--- src/design/tcw_pkg.sv ---
// Package for the text console writer: geometry, codes, payload and op types.
// Used by every module of the block; depends on nothing.
`default_nettype none
package tcw_pkg;

   localparam int COLUMNS = 80;
   localparam int ROWS    = 25;
   localparam int CELLS   = COLUMNS * ROWS;
   localparam int CELL_AW = $clog2(CELLS);
   localparam int COL_W   = 7;
   localparam int ROW_W   = 5;
   localparam int FIFO_DEPTH = 4;
   localparam int FIFO_AW    = $clog2(FIFO_DEPTH);

   localparam logic [7:0] NEWLINE_CODE = 8'd10;
   localparam logic [7:0] SPACE_CODE   = 8'h20;

   localparam logic [1:0] CMD_PUT   = 2'd0;
   localparam logic [1:0] CMD_CLEAR = 2'd1;
   localparam logic [1:0] CMD_READ  = 2'd2;

   typedef enum logic [2:0] {
      OP_PUT,
      OP_NEWLINE,
      OP_CLEAR,
      OP_READ,
      OP_NOP
   } op_kind_type;

   typedef struct packed {
      logic [1:0]       command;
      logic [7:0]       char_code;
      logic [ROW_W-1:0] cell_row;
      logic [COL_W-1:0] cell_column;
   } req_type;

   typedef struct packed {
      logic [COL_W-1:0] cursor_column;
      logic [ROW_W-1:0] cursor_row;
      logic             screen_cleared;
      logic [7:0]       cell_char;
   } rsp_type;

   typedef struct packed {
      op_kind_type        kind;
      logic [7:0]         char_code;
      logic [CELL_AW-1:0] cell_addr;
   } op_type;

   typedef struct packed {
      logic   valid;
      op_type op;
   } op_chan_type;

endpackage : tcw_pkg
`default_nettype wire

--- src/design/tcw_front.sv ---
// Front end: classifies an accepted request into an op and forms the cell address.
// Depends on tcw_pkg.
`default_nettype none
module tcw_front
   import tcw_pkg::*;
(
   input  wire req_type req_payload,
   output op_type       op
);

   logic in_range;

   always_comb begin
      in_range = (req_payload.cell_row < ROW_W'(ROWS)) &&
                 ({1'b0, req_payload.cell_column} < (COL_W + 1)'(COLUMNS));
      op.char_code = req_payload.char_code;
      op.cell_addr = CELL_AW'(req_payload.cell_row) * CELL_AW'(COLUMNS) +
                     CELL_AW'(req_payload.cell_column);
      case (req_payload.command)
         CMD_PUT: begin
            op.kind = (req_payload.char_code == NEWLINE_CODE) ? OP_NEWLINE : OP_PUT;
         end
         CMD_CLEAR: begin
            op.kind = OP_CLEAR;
         end
         CMD_READ: begin
            op.kind = in_range ? OP_READ : OP_NOP;
         end
         default: begin
            op.kind = OP_NOP;
         end
      endcase
   end

endmodule : tcw_front
`default_nettype wire

--- config.mk ---
export PLATFORM = sky130hd
export DESIGN_NAME = tcw_front
export DESIGN_NICKNAME = d
export VERILOG_FILES = /design/src/design/tcw_pkg.sv /design/src/design/tcw_front.sv
export SDC_FILE = /design/constraint.sdc
export NUM_CORES = 1
export LEC_CHECK = 0
export ABC_CLOCK_PERIOD_IN_PS = 3700
export BUFFER_PORTS_ARGS = -buffer_cell sky130_fd_sc_hd__buf_2
export CAP_MARGIN = 20
export CORE_AREA = 2 2 39 41
export DETAILED_ROUTE_END_ITERATION = 8
export DIE_AREA = 0 0 41 43
export PLACE_DENSITY = 0.74
export SLEW_MARGIN = 20
export SYNTH_ARGS = -nofsm -noshare
export SYNTH_HDL_FRONTEND = slang
export SYNTH_SLANG_ARGS = --single-unit
export TNS_END_PERCENT = 1
--- constraint.sdc ---
create_clock -name vclk -period 3.7
set_clock_uncertainty 0.15 [all_clocks]
set_input_delay 0.74 -clock vclk [all_inputs]
set_output_delay 0.74 -clock vclk [all_outputs]
set_load 0.1 [all_outputs]
---- Word-level counts from Yosys, hierarchy flattened ----
Cells that the tools add are included.
word-level totals
  logic and storage cells ................. 12
  flip-flop bits (word level) ............. 0
  input port bits ......................... 22
  output and inout bits ................... 22
operators by class
  add/subtract/negate cells ............... 1
  mux-type cells .......................... 3
  reductions and logical operators ........ 2
  $mul .................................... 1
  equal/unequal tests ..................... 3
  magnitude comparators ................... 2
operators by type and width
  cell                   number
  $add A11 B7 Y11        1
  $pmux W3 S3            1
  $eq A8 B4 Y1 const B   1
  $lt A7 B7 Y1 const B   1
  $mul A5 B3 Y7 const B  1
  $lt A5 B5 Y1 const B   1
  $mux W3                1
  $eq A2 B1 Y1 const B   1
  $eq A2 B2 Y1 const B   1
  $logic_not A2 Y1       1
  $logic_and A1 B1 Y1    1
  $mux W1                1

---- Logic depth before layout (Yosys ltp) ----
  word-level depth ........................ 4
  mapped depth ............................ 7

---- Least setup slack after synthesis ----
OpenSTA, ideal clock, no wires.
  path type ............................... in2out
  start ................................... input req_payload[8] in the netlist's numbering
  end ..................................... output op[10] in the netlist's numbering
  setup slack ............................. -0.830 ns
  required time ........................... 2.810 ns
  path buffers ............................ 0
  data arrival time ....................... 3.640 ns
  stages on the path ...................... 7
  path through ............................ ha_1 > ha_1 > fa_1 > xor2_1 > nand4_1 > xnor2_1 > xnor2_1
RTL lines
  item                line            RTL
  start: declaration  tcw_front.sv:7  input wire req_type req_payload,
  end: declaration    tcw_front.sv:8  output op_type op

==> metrics list <==
- The flow ran to the end, and the final reports show no timing, DRC or antenna violations.
- Die outline width: 41 µm
- DRC: 0
* Filler-free cell count of the finished design: 91
* Register area: 0 µm²
- Of the available clock period, the critical path in the final layout requires 97.9%.
- The first global-routing pass estimated 1.30 mm of wire.
- After detailed routing, the average wire length per cell comes to 10.2 µm.
- For this design the top-level I/O count stands at 44.
- DP HPWL: 843 µm
- Max capacitance violation total: 0
- Routability cong.: 0.682
- At the worst endpoint, the required time is 2810 ps.
- The number of antenna violations at the first check in global routing was 0.
- Post-layout net count: 110
- In this run the worst setup path begins at req_payload[8].
- The number of global-route vias before repair was 372.
* Overall overflow remaining after global route: 0
- Number of instances in the synthesized netlist: 50
- Placeable core region: 1380 µm²
* Area used by multi-input combinational logic: 369 µm²
- The share of the Yosys chip area taken by registers is 0%.
* Row Count: 14
- Largest net degree at the start of global routing: 5
- Setup violations remaining at the end of the flow were counted as 0.
- Slew HR: 67.8%
- The synthesized design devotes to its leading area cell type 26.7% of total area.
- The setup path with the least slack is of type in -> out.
* Initial Util: 30.5%
* Hold violation count in the final report: 0
- Measured along the y axis, the die boundary spans 43 µm.
- IR analysis of the VDD net gives a maximum drop of 0.381 mV.
- For this run, the top clock speed supported by timing is 276 MHz.
- Number of nets produced by synthesis: 83
* Largest fanout on the critical path: 4
- The filler cells instantiated in the layout total 150.
- The average instance in the mapped netlist occupies 8.43 µm².
* Final core occ: 44.9%
- Using the TritonRoute via totals, the vias-per-cell ratio works out to 4.84.
* Count of antenna-violating nets left after detailed routing: 0
* Leading post-synthesis cells by cell area: ha_1 (27%), buf_4 (21%), fa_1 (9.5%)
- 0 antenna diodes ended up in the layout.
* Post-Syn Area: 422 µm²
- The most common cell in the synthesized netlist is buf_4.
- Endpoint class of the critical path: output pin
- Sorting the synthesized cells by how often they occur yields buf_4 (12), ha_1 (9), xnor2_1 (4).
- Count of unique library cells instantiated by Yosys: 16
- Dividing total power by cell area gives a power density of 515 nW/µm².
- In this run the worst setup path terminates at op[10].
* DR vias: 440
- For this run, the detailed router's first-pass iteration total came to 1.
* Number of input and output port buffers inserted: 36
- The post-route netlist has 56.0% of its cells at a drive strength greater than 1.
- Min cycle time layout: 3620 ps
- For this block, the routed nets add up to 928 µm of wire.
* Total number of yosys warnings: 0
- Cell Count Post-Placement: 91
- The layout has 0 clock buffers.
* Type of the most critical hold path: in -> out
* Startpoint types: primary input
- Of all cell types, the one taking the most synthesized area is ha_1.
* Total of hold buffers inserted after clock tree synthesis: 0
- There are 0 flip-flops and latches.
* DR iter-0 viols: 0
* Setup TNS: 0 ps
- Worst endpoint data arrival time: 2730 ps
- Global routing consumed, over all layers together, 9.94% of the routing resources.
- The final count of pins violating max slew was 0.
- Relative to the synthesized area, the layout overhead comes to 47.5%.
- Leakage power total: 0.356 nW
* Overall die area: 1760 µm²
* Actual slew at the worst max-slew pin: 487 ps
per-stage QoR:
| stage | power, mW | hold WS, ps | setup slack [ps] | cell area (µm²) |
|---|---|---|---|---|
| 3_5_place_dp | 0.318 | 1330 | 60.5 | 607 |
| 4_1_cts | 0.319 | 1330 | 60.0 | 607 |
| 2_1_floorplan | 0.266 | 1540 | -288 | 444 |
| 3_3_place_gp | 0.316 | 1330 | 111 | 607 |
| 6_report | 0.320 | 1330 | 76.1 | 622 |
| 5_1_grt | 0.335 | 1330 | -5.11 | 622 |
cell usage in the layout (no fill, tap or decap), types with 2 or more instances in the layout:
master	synthesis	routed
a21oi_1	3	3
nor2_1	3	3
ha_1	9	9
fa_1	2	2
xnor2_2	0	3
buf_12	0	3
a21o_1	3	3
nand2_1	3	3
nand4_1	2	2
buf_2	0	33
xor2_2	0	2
metal layers:
metal	routed length, µm	share of wire (%)	GRT usage (%)
met5	0	0	0
met4	0	0	0
met3	121	13	0.524
met2	461	50	20.3
met1	346	37	10.6
worst max-delay path, stage by stage:
cell     delay, ps
buf_2          130
ha_1           290
ha_1           230
fa_1           590
nand4_1        180
xnor2_2        230
xnor2_2        150
buf_12         200
logic make-up after synthesis:
family	count (synthesis)	share of synthesized area, %
buffers and inverters	12	21.4
AND/OR/NAND/NOR	10	11.6
XOR/XNOR	7	14.5
adder cells (fa/ha/maj)	11	36.2
multiplexers	1	2.37
AO/OA/AOI/OAI	9	13.9
power by group:
part           total (mW)  internal, mW  leakage, nW  switching (mW)
clock network           0             0            0               0
logic               0.320        0.0859        0.356           0.234
registers               0             0            0               0
total               0.320        0.0859        0.356           0.234
layout make-up:
cell class / count / share of cell area (%)
Tap cell: 16 / 3.22
Timing Repair Buffer: 37 / 37.4
Multi-Input combinational cell: 38 / 59.4
repair_timing:
item	in CTS	in global routing
setup buffers	0	0
endpoints found under the setup margin	0	1
gates resized for setup	0	2
hold endpoints to repair	0	0
how the worst min path moves through the flow:
| stage | startpoint | endpoint | cells past startpoint |
|---|---|---|---|
| final | req_payload[1] | op[1] | 0 |
| after global routing | req_payload[3] | op[3] | 0 |
| after CTS | req_payload[0] | op[0] | 0 |
| after detailed placement | req_payload[0] | op[0] | 0 |
| after global placement | req_payload[0] | op[0] | 0 |
| after floorplan | req_payload[0] | op[0] | 1 |
Power figures use the tool's default switching activity.
