==> src/design/tcw_pkg.sv <==
// Package for the text console writer: geometry, codes, payload and op types.
// Used by every module of the block; depends on nothing.
`default_nettype none
package tcw_pkg;

   localparam int COLUMNS = 80;
   localparam int ROWS    = 25;
   localparam int CELLS   = COLUMNS * ROWS;
   localparam int CELL_AW = $clog2(CELLS);
   localparam int COL_W   = 7;
   localparam int ROW_W   = 5;
   localparam int FIFO_DEPTH = 4;
   localparam int FIFO_AW    = $clog2(FIFO_DEPTH);

   localparam logic [7:0] NEWLINE_CODE = 8'd10;
   localparam logic [7:0] SPACE_CODE   = 8'h20;

   localparam logic [1:0] CMD_PUT   = 2'd0;
   localparam logic [1:0] CMD_CLEAR = 2'd1;
   localparam logic [1:0] CMD_READ  = 2'd2;

   typedef enum logic [2:0] {
      OP_PUT,
      OP_NEWLINE,
      OP_CLEAR,
      OP_READ,
      OP_NOP
   } op_kind_type;

   typedef struct packed {
      logic [1:0]       command;
      logic [7:0]       char_code;
      logic [ROW_W-1:0] cell_row;
      logic [COL_W-1:0] cell_column;
   } req_type;

   typedef struct packed {
      logic [COL_W-1:0] cursor_column;
      logic [ROW_W-1:0] cursor_row;
      logic             screen_cleared;
      logic [7:0]       cell_char;
   } rsp_type;

   typedef struct packed {
      op_kind_type        kind;
      logic [7:0]         char_code;
      logic [CELL_AW-1:0] cell_addr;
   } op_type;

   typedef struct packed {
      logic   valid;
      op_type op;
   } op_chan_type;

endpackage : tcw_pkg
`default_nettype wire

==> src/design/tcw_fifo.sv <==
// Short op queue between front and back end.
// Depends on tcw_pkg.
`default_nettype none
module tcw_fifo
   import tcw_pkg::*;
(
   input  wire          clock,
   input  wire          reset,
   input  wire          push,
   input  wire op_type  push_op,
   output logic         full,
   input  wire          pop,
   output op_chan_type  head
);

   op_type             mem_ff [FIFO_DEPTH];
   logic [FIFO_AW-1:0] wr_ptr_ff, wr_ptr_in;
   logic [FIFO_AW-1:0] rd_ptr_ff, rd_ptr_in;
   logic [FIFO_AW:0]   count_ff, count_in;

   always_comb begin
      full       = (count_ff == (FIFO_AW + 1)'(FIFO_DEPTH));
      head.valid = (count_ff != '0);
      head.op    = mem_ff[rd_ptr_ff];
      wr_ptr_in  = push ? wr_ptr_ff + 1'b1 : wr_ptr_ff;
      rd_ptr_in  = pop ? rd_ptr_ff + 1'b1 : rd_ptr_ff;
      count_in   = count_ff + (FIFO_AW + 1)'(push) - (FIFO_AW + 1)'(pop);
   end

   always_ff @(posedge clock) begin
      if (reset) begin
         wr_ptr_ff <= '0;
         rd_ptr_ff <= '0;
         count_ff  <= '0;
      end else begin
         wr_ptr_ff <= wr_ptr_in;
         rd_ptr_ff <= rd_ptr_in;
         count_ff  <= count_in;
      end
   end

   always_ff @(posedge clock) begin
      if (push) begin
         mem_ff[wr_ptr_ff] <= push_op;
      end
   end

endmodule : tcw_fifo
`default_nettype wire

==> config.mk <==
export PLATFORM = sky130hd
export DESIGN_NAME = tcw_fifo
export DESIGN_NICKNAME = d
export VERILOG_FILES = /design/src/design/tcw_pkg.sv /design/src/design/tcw_fifo.sv
export SDC_FILE = /design/constraint.sdc
export NUM_CORES = 1
export LEC_CHECK = 0
export ABC_CLOCK_PERIOD_IN_PS = 2900
export BUFFER_PORTS_ARGS = -buffer_cell sky130_fd_sc_hd__buf_2
export CAP_MARGIN = 20
export CORE_UTILIZATION = 60
export CTS_CLUSTER_SIZE = 14
export DETAILED_ROUTE_END_ITERATION = 8
export GPL_ROUTABILITY_DRIVEN = 0
export PLACE_DENSITY = 0.83
export RECOVER_POWER = 25
export SYNTH_ARGS = -nofsm -noshare
export SYNTH_HDL_FRONTEND = slang
export SYNTH_SLANG_ARGS = --single-unit
==> constraint.sdc <==
create_clock -name clock -period 2.9 [get_ports clock]
set_input_delay 0 -clock clock [delete_from_list [all_inputs] [get_ports clock]]
set_output_delay 0 -clock clock [all_outputs]
set_load 0.02 [all_outputs]
# After elaboration in Yosys (flattened, before gate mapping)
# Memories as Yosys holds them, arrays and structs flattened. A register that Yosys moved wholly into a read port is not among the register bits.
# Cells that the tools add are included.
# word_totals
ram_bits	88
memories	1
out_inout_bits	24
elab_cells	14
ff_bits	7
# op_classes
eq_ne	1
add_sub_neg	4
mux	4
reduce_logical	1
# memory_table
memory	depth	word_bits	read_ports	rd_clocked_by_memory_dff	wr	line	text
mem_ff	4	22	1	1	1	tcw_fifo.sv:16	op_type mem_ff [FIFO_DEPTH];
# ops
op	n
$add A2 B1 Y2 const B	2
$mux W2	2
$add A3 B1 Y3	1
$eq A3 B3 Y1 const B	1
$reduce_bool A3 Y1	1
$sub A3 B1 Y3	1
$mux W1	2

# Longest topological paths before layout
# depth
word_depth	3
ltp_mapped	7
mapped_depth_nobuf	7

# Worst setup path before layout
# OpenSTA, ideal clock, no wires.
# synth_timing
kind	reg2reg
from	register count_ff[0]
to	register count_ff[2]
setup_time_ns	0.110
t_required_ns	2.790
setup_slack_ns	1.246
t_arrival_ns	1.544
path_stages_with_launch	8
path_cell_list	dfxtp_1 -> inv_1 -> ha_1 -> inv_1 -> ha_1 -> fa_1 -> xor3_1 -> nor2_1
# synth_between
elab_chain_len	2
# synth_lines
element	line	text
start, declared	tcw_fifo.sv:19	logic [FIFO_AW:0] count_ff, count_in;
start signal, assigned	tcw_fifo.sv:38	count_ff <= count_in;
$add A3 B1 Y3	tcw_fifo.sv:27	count_in = count_ff + (FIFO_AW + 1)'(push) - (FIFO_AW + 1)'(pop);
$sub A3 B1 Y3	tcw_fifo.sv:27	
# Every way passes these cells.
# A chain may end at the register's enable or synchronous reset.

==> metrics.txt <==
Worst Setup End Kind primary output; power per cell area 689.0 nW/um^2; Multi-input gate area ~740 sq um; drt via density roughly 5.7; largest net degree at the start of global routing 23; Slew Viols, Final 0; Hold Fails Final Rpt 0; Tmin final between 2 and 2.5 ns; first-pass GRT wire length ~10000 microns; synthesized area roughly 3600 sq um; root buffer cell clkbuf_8; vias in the first global route between 1500 and 2000; family with the most delay on the worst path flip-flops; HPWL Detailed approximately 4200 microns; Num CTS Buffers 9; synthesized area per cell roughly 23 sq um; top cell type's share of synthesized area 0.7303; count of input and output buffers just under 50; DRC viols 0; Worst setup SP type register; LEAKAGE 0.001532 uW; Max VDD drop around 0.42 mV; Slowest cell on crit path dfxtp_2; gr usage total 0.2338; Iteration-0 DRC Markers 118; Synth cell types 20; clk buf depth 2; die area between 6000 and 7000 sq um; Worst R2R Setup Slack 1.10 ns; share of cells above drive strength 1 0.3020; clock latency at the later pin of the worst-skew pair around 0.35 ns; initial antenna violation count 0; Synth Flop Type edfxtp_1; Fill cells about 320; DRT Pass-1 Iters 6; CP bufs+invs 1; Core Rows 27; critical path cell sequence mux4_1 > buf_2; CP Data Required Time roughly 2.9 ns; area leader, netlist edfxtp_1; CTS sink count slightly below 100; Die Span X between 70 and 80 microns; DR WL/cell between 20 and 25 microns; I/O Pins 50; Worst Hold Class input pin to register; global route overflow 0; final setup fails 0; WHS about 0.037 ns; via count approximately 1800; # resized after CTS 0; Worst Max-Slew Pin Slew 1.029 ns; Highest Clock Rate 486.2 MHz; overall power around 3000 uW; yosys warns 0; synthesis-to-layout area growth 21.82%; max incr delay on CP 0.84 ns; #FFs+latches synth 97; Async SR Flop Fraction 0; commonest cells in the synthesized netlist 88 x edfxtp_1, 20 x mux4_2, 9 x dfxtp_1; Nets ~270; status completed; crit path max fanout 22; TritonCTS clock tree yes; Final Skew about 0.0075 ns; die height between 70 and 80 microns; CTS clock-pin slew for the worst setup and hold paths 0.08 ns; RSZ-0062 raised after global routing no; ranking of synthesized cells by area edfxtp_1 73%, mux4_2 12%, dfxtp_1 5.0%; ANT cells 0; post-route ant nets 0; final core occ 0.7767; number of synthesized flops with an enable pin 88; Total Neg Setup Slack 0 ns; crit path kind register to primary output; final worst-path cycle share 0.7093; Synthesized Nets ~190; Max Cap Viol 0; core footprint ~5700 sq um; Reg area around 2800 sq um; Syn Inst Count 156; CTS H-Tree Depth 3; final WL between 6000 and 7000 microns; Seq/Total Area, Yosys 0.7801; Worst EP arrival roughly 2 ns; most frequent cell after synthesis edfxtp_1; slew margin rel. 0.3131; Initial Util 0.6376
[cell families (layout without fill, tap and decap cells)]
kind of cell	after synthesis	after routing	share of synthesized area
AOI/OAI and AO/OA	2	2	0.004148
xor gates and xnor gates	3	3	0.01141
adders and majority gates	7	7	0.02628
buffers and inverters	10	99	0.01521
DFF	97	97	0.7801
muxes	23	23	0.1418
and+or+nand+nor	14	14	0.02109
[report_power, final]
group,internal [uW],switching (uW),total (uW)
registers,1600,56.9,1660
clock network,569,426,994
logic,187,195,382
total,2360,677,3040
[flip-flops by register name (all words and copies together), names as in the netlist, named ones only]
signal     flops
count_ff       3
mem_ff        88
rd_ptr_ff      2
wr_ptr_ff      2
[metal layers]
| metal | vias to the layer above | routed length (microns) | share of wire | GRT usage |
|---|---|---|---|---|
| li1 | 801 | - | - | - |
| met1 | 911 | 2545 | 0.39 | 0.2735 |
| met2 | 71 | 3480 | 0.53 | 0.3923 |
| met3 | 16 | 315 | 0.048 | 0.04457 |
| met4 | 0 | 217 | 0.033 | 0.1582 |
| met5 | - | 0 | 0 | 0 |
[layout by cell type, fill, tap and decap left out]
cell,n
clkinv_1,1
edfxtp_1,88
nor2_1,5
a21oi_1,1
buf_4,4
a21bo_2,1
xor3_1,1
xnor2_1,2
inv_1,6
ha_1,6
mux4_1,2
and3_1,1
bufinv_16,3
clkbuf_8,9
dfxtp_1,8
or3_1,1
dfxtp_2,1
clkbuf_1,16
mux2i_1,1
nor2b_1,2
clkinvlp_4,1
and2_1,4
dlygate4sd3_1,24
fa_1,1
buf_2,34
nand3b_1,1
mux4_2,20
clkinv_2,1
[worst min-delay path, cell delays in order]
cell,delay [ns]
buf_2,0.16
xnor2_1,0.13
nor2_1,0.05
[final cells by class]
cell class / count / share of cell area
clock buffer: 10 / 0.02895
clock inverter: 6 / 0.02413
inverter: 6 / 0.005109
multi-input combinational: 49 / 0.1680
sequential: 97 / 0.6406
tap: 72 / 0.02044
timing repair buffer: 77 / 0.1127
[worst paths after layout]
kind              cells past startpoint                 startpoint                        end
setup reg to reg                      7     count_ff[0]$_SDFF_PP0_     count_ff[2]$_SDFF_PP0_
hold reg to reg                       2  rd_ptr_ff[1]$_SDFFE_PP0P_  rd_ptr_ff[1]$_SDFFE_PP0P_
setup / recovery                      2                   register                   head[18]
hold / removal                        3                       push  wr_ptr_ff[0]$_SDFFE_PP0P_
[per-stage QoR]
stage	cell area, sq um	worst slack [ns]	instances
6_report	4408	0.8432	317
3_5_place_dp	3953	1.107	277
2_1_floorplan	3618	1.246	156
3_3_place_gp	3953	1.216	277
4_1_cts	4427	0.7835	317
5_1_grt	4408	0.7078	317
[timing repair]
action                    4_1_cts  5_1_grt
hold buffers                   24        0
setup buffers                   0        0
hold endpoints to repair       97        0
Power figures use the tool's default switching activity.
